[config.mk]
export PLATFORM = sky130hd
export DESIGN_NAME = twm_ctrl
export DESIGN_NICKNAME = d
export VERILOG_FILES = /design/src/rtl/twm_pkg.sv /design/src/rtl/twm_ctrl.sv
export VERILOG_INCLUDE_DIRS = /design/src /design/src/rtl
export SDC_FILE = /design/constraint.sdc
export NUM_CORES = 1
export LEC_CHECK = 0
export ABC_CLOCK_PERIOD_IN_PS = 2450
export BUFFER_PORTS_ARGS = -buffer_cell sky130_fd_sc_hd__buf_4
export CAP_MARGIN = 20
export CORE_AREA = 8 8 45 47
export CTS_CLUSTER_SIZE = 12
export DETAILED_ROUTE_END_ITERATION = 12
export DIE_AREA = 0 0 53 55
export GPL_ROUTABILITY_DRIVEN = 0
export PLACE_DENSITY_LB_ADDON = 0.25
export SYNTH_ARGS = -nofsm -noshare
export SYNTH_HDL_FRONTEND = slang
export SYNTH_SLANG_ARGS = --single-unit
[constraint.sdc]
create_clock -name clk_i -period 2.45 [get_ports clk_i]
set_clock_uncertainty 0.15 [all_clocks]
set_input_delay 0.49 -clock clk_i [delete_from_list [all_inputs] [get_ports clk_i]]
set_output_delay 0.49 -clock clk_i [all_outputs]
set_load 0.02 [all_outputs]
[src/rtl/assert_macros.svh]
// Assertion macros shared by the timestamp FIFO modules.
// No dependencies; the files that assert include this header by name.
`ifndef ASSERT_MACROS_SVH
`define ASSERT_MACROS_SVH

`ifndef SYNTHESIS

// Checked on every clock edge outside reset.
`define TWM_ASSERT(lbl, clk, rstn, prop, msg) \
  lbl: assert property (@(posedge clk) disable iff (!(rstn)) (prop)) else $error(msg);

// Checked on every clock edge, during reset too.
`define TWM_ASSERT_ALWAYS(lbl, clk, prop, msg) \
  lbl: assert property (@(posedge clk) (prop)) else $error(msg);

`else

`define TWM_ASSERT(lbl, clk, rstn, prop, msg)
`define TWM_ASSERT_ALWAYS(lbl, clk, prop, msg)

`endif

`endif

[src/rtl/twm_pkg.sv]
// Shared constants, types and helpers of the timestamp FIFO.
// No dependencies; imported by every module of the block.
package twm_pkg;

  localparam int DEPTH    = 128;
  localparam int TAG_BITS = 32;

  localparam int PTR_W     = $clog2(DEPTH);
  localparam int CNT_W     = $clog2(DEPTH + 1);
  localparam int TIME_W    = 47;
  localparam int OFF_W     = 48;
  localparam int WIN_W     = 24;
  localparam int LT_W      = TIME_W + 2;
  localparam int PAYLOAD_W = 32;
  localparam int OCC_W     = 8;
  localparam int CFG_IDX_W = 2;
  localparam int CFG_W     = 48;

  localparam logic [CFG_IDX_W-1:0] CFG_SYNC   = 2'd0;
  localparam logic [CFG_IDX_W-1:0] CFG_OFFSET = 2'd1;
  localparam logic [CFG_IDX_W-1:0] CFG_WINDOW = 2'd2;

  localparam logic [WIN_W-1:0] WINDOW_RESET = WIN_W'(100000);

  typedef enum logic [1:0] {
    KIND_PUSH  = 2'd0,
    KIND_QUERY = 2'd1,
    KIND_DROP  = 2'd2,
    KIND_CLEAR = 2'd3
  } kind_e;

  typedef struct packed {
    logic capture;
    logic push;
    logic clear;
    logic pop;
    logic match;
    logic finish;
  } twm_cmd_t;

  typedef struct packed {
    logic  sync;
    kind_e kind;
    logic  empty;
    logic  below_lo;
    logic  below_hi;
    logic  at_or_before;
  } twm_stat_t;

  function automatic logic [PTR_W-1:0] twm_next(input logic [PTR_W-1:0] idx);
    if (idx == PTR_W'(DEPTH - 1)) begin
      return '0;
    end
    return idx + PTR_W'(1);
  endfunction

endpackage

[src/rtl/twm_ctrl.sv]
// Controller of the timestamp FIFO: item sequencing and the pop scan.
// Depends on twm_pkg and assert_macros.svh; commands twm_dpath.
`include "assert_macros.svh"

module twm_ctrl import twm_pkg::*; (
  input  logic      clk_i,
  input  logic      rst_ni,
  input  logic      start_i,
  output logic      busy_o,
  output logic      done_o,
  input  twm_stat_t stat_i,
  output twm_cmd_t  cmd_o
);

  localparam logic ST_IDLE = 1'b0;
  localparam logic ST_RUN  = 1'b1;

  logic state_q, state_d;
  logic done_q;

  always_comb begin
    cmd_o   = '0;
    state_d = state_q;
    unique case (state_q)
      ST_IDLE: begin
        if (start_i) begin
          cmd_o.capture = 1'b1;
          state_d       = ST_RUN;
        end
      end
      ST_RUN: begin
        if (!stat_i.sync) begin
          cmd_o.finish = 1'b1;
        end else begin
          unique case (stat_i.kind)
            KIND_PUSH: begin
              cmd_o.push   = 1'b1;
              cmd_o.finish = 1'b1;
            end
            KIND_CLEAR: begin
              cmd_o.clear  = 1'b1;
              cmd_o.finish = 1'b1;
            end
            KIND_QUERY: begin
              // Stale entries go one a cycle; the first entry that is not stale, or an empty FIFO, ends it.
              priority if (stat_i.empty) begin
                cmd_o.finish = 1'b1;
              end else if (stat_i.below_lo) begin
                cmd_o.pop = 1'b1;
              end else if (stat_i.below_hi) begin
                cmd_o.pop    = 1'b1;
                cmd_o.match  = 1'b1;
                cmd_o.finish = 1'b1;
              end else begin
                cmd_o.finish = 1'b1;
              end
            end
            KIND_DROP: begin
              if (!stat_i.empty && stat_i.at_or_before) begin
                cmd_o.pop = 1'b1;
              end else begin
                cmd_o.finish = 1'b1;
              end
            end
            default: begin
              cmd_o.finish = 1'b1;
            end
          endcase
        end
        if (cmd_o.finish) begin
          state_d = ST_IDLE;
        end
      end
      default: begin
        state_d = ST_IDLE;
      end
    endcase
  end

  always_ff @(posedge clk_i or negedge rst_ni) begin
    if (!rst_ni) begin
      state_q <= ST_IDLE;
      done_q  <= 1'b0;
    end else begin
      state_q <= state_d;
      done_q  <= cmd_o.finish;
    end
  end

  assign busy_o = (state_q == ST_RUN);
  assign done_o = done_q;

  `TWM_ASSERT(a_done_single, clk_i, rst_ni, done_q |=> !done_q, "result strobe held")
  `TWM_ASSERT(a_accept_busy, clk_i, rst_ni, (start_i && !busy_o) |=> busy_o,
              "accepted beat did not start work")
  `TWM_ASSERT_ALWAYS(a_reset_idle, clk_i, !rst_ni |-> state_q == ST_IDLE && !done_q,
                     "controller active in reset")

endmodule

======== Word-level counts from Yosys, hierarchy flattened ========
Cells that the tools add are included.
cells by class
  eq/ne operators ......................... 3
  multiplexer cells ....................... 20
  bitwise gates (word level) .............. 1
  reductions and logical operators ........ 4
operators by type and width
  cell                  number
  $mux W1               12
  $mux W2               3
  $mux W5               1
  $eq A2 B2 Y1 const B  2
  $mux W4               1
  $pmux W1 S2           2
  $pmux W1 S3           1
  $eq A2 B1 Y1 const B  1
  $logic_not A2 Y1      1
  $reduce_or A2 Y1      1
  $logic_and A1 B1 Y1   1
  $logic_not A1 Y1      1
  $not A1 Y1            1
word-level totals
  register bits ........................... 2
  input port bits ......................... 10
  output and inout bits ................... 8
  logic and storage cells ................. 30

======== Depth between registers and ports, before layout ========
Gate-level depths: netlist (run 1).
  depth in word-level cells ............... 8
  gate-level depth with buffers ........... 5
  mapped depth without buffers ............ 5

======== Worst setup path before layout (run 1) ========
OpenSTA, ideal clock, no wires.
  kind .................................... input port to output port
  start ................................... input stat_i[5] (netlist bit)
  end ..................................... output cmd_o[2] (netlist bit)
  arrival time ............................ 1461 ps
  required time ........................... 1810 ps
  setup slack ............................. 349 ps
  stages .................................. 4
  path buffers ............................ 0
  cells stage by stage .................... inv_1 > ha_1 > nand2_1 > a2111oi_2
RTL lines
  item                RTL line        RTL
  start: declaration  twm_ctrl.sv:11  input twm_stat_t stat_i,
  end: declaration    twm_ctrl.sv:12  output twm_cmd_t cmd_o

==> impl_metrics.json, run 1 <==
{
  "cp.arrival_ps": 1550,
  "die_y_um": 55,
  "track_usage_pct": 5.40,
  "netlist_instances": 26,
  "antenna_found_initial": 0,
  "hp-class": "input port to asynchronous set/reset pin",
  "drive_gt1_share_pct": 46.8,
  "cts_tree": "built",
  "grt_setup_unrepaired": "no",
  "drc": 0,
  "fillCellCount": 160,
  "ys_ff_latch": 2,
  "ios": 18,
  "synth_mux_area_share_pct": 0,
  "insertion_delay_ps": 220,
  "final_common_cell": "buf_4",
  "multi_input_area_um2": 166,
  "grt_pass1_wl_um": 1160,
  "seq_area_um2": 50.0,
  "synthXorXnorAreaFrac_pct": 0,
  "critPathLaunchType": "input port",
  "syn-num-nets": 41,
  "run_status": "finished, final reports clean",
  "area_growth_pct": 79.1,
  "rows": 14,
  "antenna_cells": 0,
  "setup-violations-final": 0,
  "wl_per_cell_um": 10.8,
  "numCtsBuffers": 3,
  "final_cell_mix": "17 x buf_4, 5 x ha_1, 4 x nand2_1, 3 x inv_1, 3 x clkbuf_4",
  "pwr_density_cell_nw_per_um2": 420,
  "path_clk_slew_ps": 30,
  "busiest_layer": "met2",
  "worst_slew_pin_slew_ps": 278,
  "ys_top_cells_by_area": "ha_1 27%, dfrtp_1 22%, a2111oi_2 6.6%",
  "placed_area_um2": 375,
  "synth_area_leader_cell": "ha_1",
  "peakVddDrop_v": 0.0000908,
  "grtUsageMet2_pct": 7.81,
  "grt_start_max_net_pins": 8,
  "dieArea_um2": 2920,
  "start_util_pct": 16.5,
  "cts_sinks": 2,
  "grt_use_met1_pct": 5.61,
  "synth_adder_area_share_pct": 27.5,
  "cts_setup_buffers": 0,
  "synth_compound_area_share_pct": 14.3,
  "end_kind": "output port",
  "nets": 64,
  "ff2ff_path_depth": 2,
  "grt_pass1_vias": 293,
  "ys_types": 15,
  "ys_warn_count": 0,
  "core-area_um2": 1380,
  "ant_nets": 0,
  "vias": 253,
  "synth_top_family_by_area": "simple AND/OR/NAND/NOR gates",
  "power.leakage_nw": 0.215,
  "viasPerCell": 4.02,
  "drv_cap": 0,
  "mappedNetlistArea_um2": 228,
  "drt_iter0_markers": 1,
  "clk_path_buf_depth": 2,
  "die_x_um": 53,
  "crit_type": "input port to output port",
  "final_util_pct": 29.5,
  "synth_top_area_share_pct": 27.5,
  "port_buffers": 17,
  "worstPathRequired_ps": 1810,
  "syn_area_per_cell_um2": 8.76,
  "drt-total-wl_um": 680,
  "setup_tns_ps": 0,
  "grt_use_met3_pct": 2.67,
  "fin_area_um2": 408,
  "synth_simple_gate_area_share_pct": 31.3,
  "fin_crit_sh_pct": 89.3,
  "seq_area_frac_synth_pct": 22.0,
  "drv_slew": 0,
  "hpwl_um": 581,
  "relSlewSlack_pct": 81.4,
  "crit_fanout": 4,
  "cts-root-buf": "clkbuf_4",
  "final_hold_viol_count": 0,
  "htreeDepth": 1,
  "grt_overflow": 0,
  "fmax_mhz": 457,
  "layout_min_cycle_time_ps": 2190,
  "drtPass1Iterations": 2
}
-- layout make-up --
| cell class | instances | area share (%) |
|---|---|---|
| inverter | 3 | 2.76 |
| clock buffer | 3 | 5.52 |
| timing repair buffer | 18 | 33.7 |
| tap | 16 | 4.91 |
| multi-input combinational | 21 | 40.8 |
| sequential | 2 | 12.3 |
-- worst max-delay path, cell delays in order --
cell and delay, ps:
buf_4 100, inv_1 50, ha_1 270, nand2_1 70, nand4b_1 200, and2_1 200, buf_4 160
-- kinds of logic after synthesis --
kind of cell	count (synthesis)
and+or+nand+nor	12
DFF	2
buffers and inverters	3
adders and majority gates	5
AOI/OAI and AO/OA	4
-- report_power, final --
group | leakage, nW | total (W) | internal, W | switching, W
Combinational | 0.176 | 0.0000594 | 0.0000293 | 0.0000301
Clock | 0.0138 | 0.0000713 | 0.0000539 | 0.0000174
Sequential | 0.0250 | 0.0000407 | 0.0000371 | 0.00000364
Total | 0.215 | 0.000171 | 0.000120 | 0.0000511
-- metal layers --
metal | part of all wire, % | vias to the layer above
met5 | 0 | -
met4 | 0 | 0
met3 | 17 | 0
met2 | 39 | 14
met1 | 43 | 109
li1 | - | 130
-- through the flow --
stage,hold slack (ps),power (W),worst slack (ps),std cells
3_5_place_dp,124,0.0000999,259,59
5_1_grt,450,0.000184,155,63
2_1_floorplan,44.4,0.0000678,349,26
3_3_place_gp,124,0.000100,275,59
4_1_cts,428,0.000178,251,63
6_report,439,0.000171,261,63
-- final timing paths --
kind	start	endpoint	slack, ps
worst max-delay path	stat_i[4]	cmd_o[0]	260
worst min-delay path	rst_ni	done_o$_DFF_PN0_	440
worst max register to register	busy_o$_DFF_PN0_	busy_o$_DFF_PN0_	1500
worst min register to register	busy_o$_DFF_PN0_	done_o$_DFF_PN0_	500
max in group asynchronous	rst_ni	busy_o$_DFF_PN0_	1620
min in group clk_i	busy_o$_DFF_PN0_	done_o$_DFF_PN0_	500
-- synthesized netlist by cell type --
master,count
a2111oi_2,1
and2_1,1
and3_1,2
dfrtp_1,2
ha_1,5
inv_1,3
nand2_1,4
nand2b_2,1
nand4b_1,1
nor2b_1,1
nor4_1,1
o21ai_0,1
o21ai_1,1
o21bai_1,1
or2b_1,1
-- state kept, by name, summed over array words and instances (netlist names) --
signal  flops
busy_o      1
done_o      1
-- timing repair --
action / CTS / global route
hold buffers: 1 / 0
endpoints found under the hold margin: 2 / 0
resized for setup: 0 / 0
Power figures use the tool's default switching activity.
==> inputs of run 2 (changes only) <==
- CELL_PAD_IN_SITES_DETAIL_PLACEMENT: default -> 1
- CELL_PAD_IN_SITES_GLOBAL_PLACEMENT: default -> 1
- RECOVER_POWER: default -> 25
==> impl_metrics.json, run 2 (synthesis results as in run 1) <==
{
  "run_status": "finished, final reports clean",
  "crit_fanout": 4,
  "relSlewSlack_pct": 82.3,
  "dieArea_um2": 2920,
  "setup-violations-final": 0,
  "swShare_pct": 29.9,
  "p_seq_share_pct": 24.2,
  "ff2ff_setup_slack_ps": 1480,
  "rows": 14,
  "critPathLaunchType": "input port",
  "drive_gt1_share_pct": 42.6,
  "hpwl_um": 646,
  "final_hold_viol_count": 0,
  "fin_crit_sh_pct": 88.5,
  "die_y_um": 55,
  "ctsHoldBuffers": 1,
  "fmax_mhz": 461,
  "grt_start_max_net_pins": 8,
  "grt_setup_unrepaired": "no",
  "core-area_um2": 1380,
  "fillCellCount": 175,
  "worstPathRequired_ps": 1810,
  "grt_pass1_vias": 318,
  "p_total_w": 0.000168,
  "pwr-share-clk_pct": 41.5,
  "vias": 263,
  "timing.hold.ws_ps": 440,
  "area_growth_pct": 75.8,
  "combPwrFrac_pct": 34.4,
  "clk_path_buf_depth": 2,
  "cts-root-buf": "clkbuf_4",
  "cts_tree": "built",
  "die_x_um": 53,
  "grt_pass1_wl_um": 1200,
  "cts_setup_buffers": 0,
  "end_kind": "output port",
  "peakVddDrop_v": 0.0000759,
  "ios": 18,
  "viasPerCell": 4.17,
  "path_clk_slew_ps": 30,
  "ant_nets": 0,
  "final_cell_mix": "15 x buf_4, 5 x ha_1, 4 x nand2_1, 3 x inv_1, 3 x clkbuf_4",
  "drt_iter0_markers": 5,
  "pwr_density_cell_nw_per_um2": 421,
  "antenna_found_initial": 0,
  "layout_min_cycle_time_ps": 2170,
  "insertion_delay_ps": 220,
  "grt_overflow": 0,
  "cts_sinks": 2,
  "power.leakage_nw": 0.207,
  "dp_cells": 59,
  "numCtsBuffers": 3,
  "drv_slew": 0,
  "hp-class": "input port to asynchronous set/reset pin",
  "start_util_pct": 16.5,
  "cp.arrival_ps": 1530,
  "final_common_cell": "buf_4",
  "cts_resized": 0,
  "track_usage_pct": 5.57,
  "antenna_cells": 0,
  "port_buffers": 17,
  "crit_type": "input port to output port",
  "nets": 64,
  "drc": 0,
  "htreeDepth": 1,
  "setup_tns_ps": 0,
  "p_switching_w": 0.0000504,
  "intPower_w": 0.000118,
  "drv_cap": 0,
  "worst_slew_pin_slew_ps": 265,
  "drtPass1Iterations": 2,
  "drt-total-wl_um": 731,
  "place_ws_ps": 269,
  "wl_per_cell_um": 11.6,
  "fin_cells": 63,
  "fin_ws_ps": 282
}
[run 2: layout make-up]
type | instances | area, um2 | area share [%]
Timing Repair Buffer | 18 | 130 | 32.5
Sequential cell | 2 | 50.0 | 12.5
Inverter | 3 | 11.3 | 2.81
Tap cell | 16 | 20.0 | 5.00
Clock buffer | 3 | 22.5 | 5.62
Multi-Input combinational cell | 21 | 166 | 41.6
[run 2: stage by stage]
stage / util (%) / instance area, um2
final: 28.9 / 400
after global routing: 28.9 / 400
after CTS: 29.5 / 408
after detailed placement: 27.1 / 375
after global placement: 27.1 / 375
after floorplan: - / 228
[run 2: metal layers]
| metal | track usage, % | routed length (um) | share of wire [%] |
|---|---|---|---|
| met5 | 0 | 0 | 0 |
| met2 | 8.20 | 364 | 50 |
| met1 | 5.61 | 293 | 40 |
| met3 | 2.94 | 73 | 10 |
| met4 | 5.17 | 0 | 0 |
[run 2: final timing paths]
path,end,startpoint,cells after the start
setup reg to reg,busy_o$_DFF_PN0_,busy_o$_DFF_PN0_,2
setup / recovery,cmd_o[0],stat_i[4],7
hold reg to reg,done_o$_DFF_PN0_,busy_o$_DFF_PN0_,1
min in group clk_i,done_o$_DFF_PN0_,busy_o$_DFF_PN0_,1
max in group asynchronous,busy_o$_DFF_PN0_,rst_ni,2
hold / removal,done_o$_DFF_PN0_,rst_ni,2
[run 2: critical path: stages]
cell,delay [ps]
buf_4,100
inv_1,60
ha_1,220
o21ai_0,180
nand4b_1,140
and2_1,190
buf_4,150
[run 2: power groups by stage]
stage | Sequential (W) | Combinational (W) | Clock (W)
2_1_floorplan | 0.0000452 | 0.0000226 | 0
3_3_place_gp | 0.0000412 | 0.0000588 | 0
3_5_place_dp | 0.0000414 | 0.0000597 | 0
4_1_cts | 0.0000411 | 0.0000613 | 0.0000741
5_1_grt | 0.0000417 | 0.0000637 | 0.0000744
6_report | 0.0000407 | 0.0000579 | 0.0000698
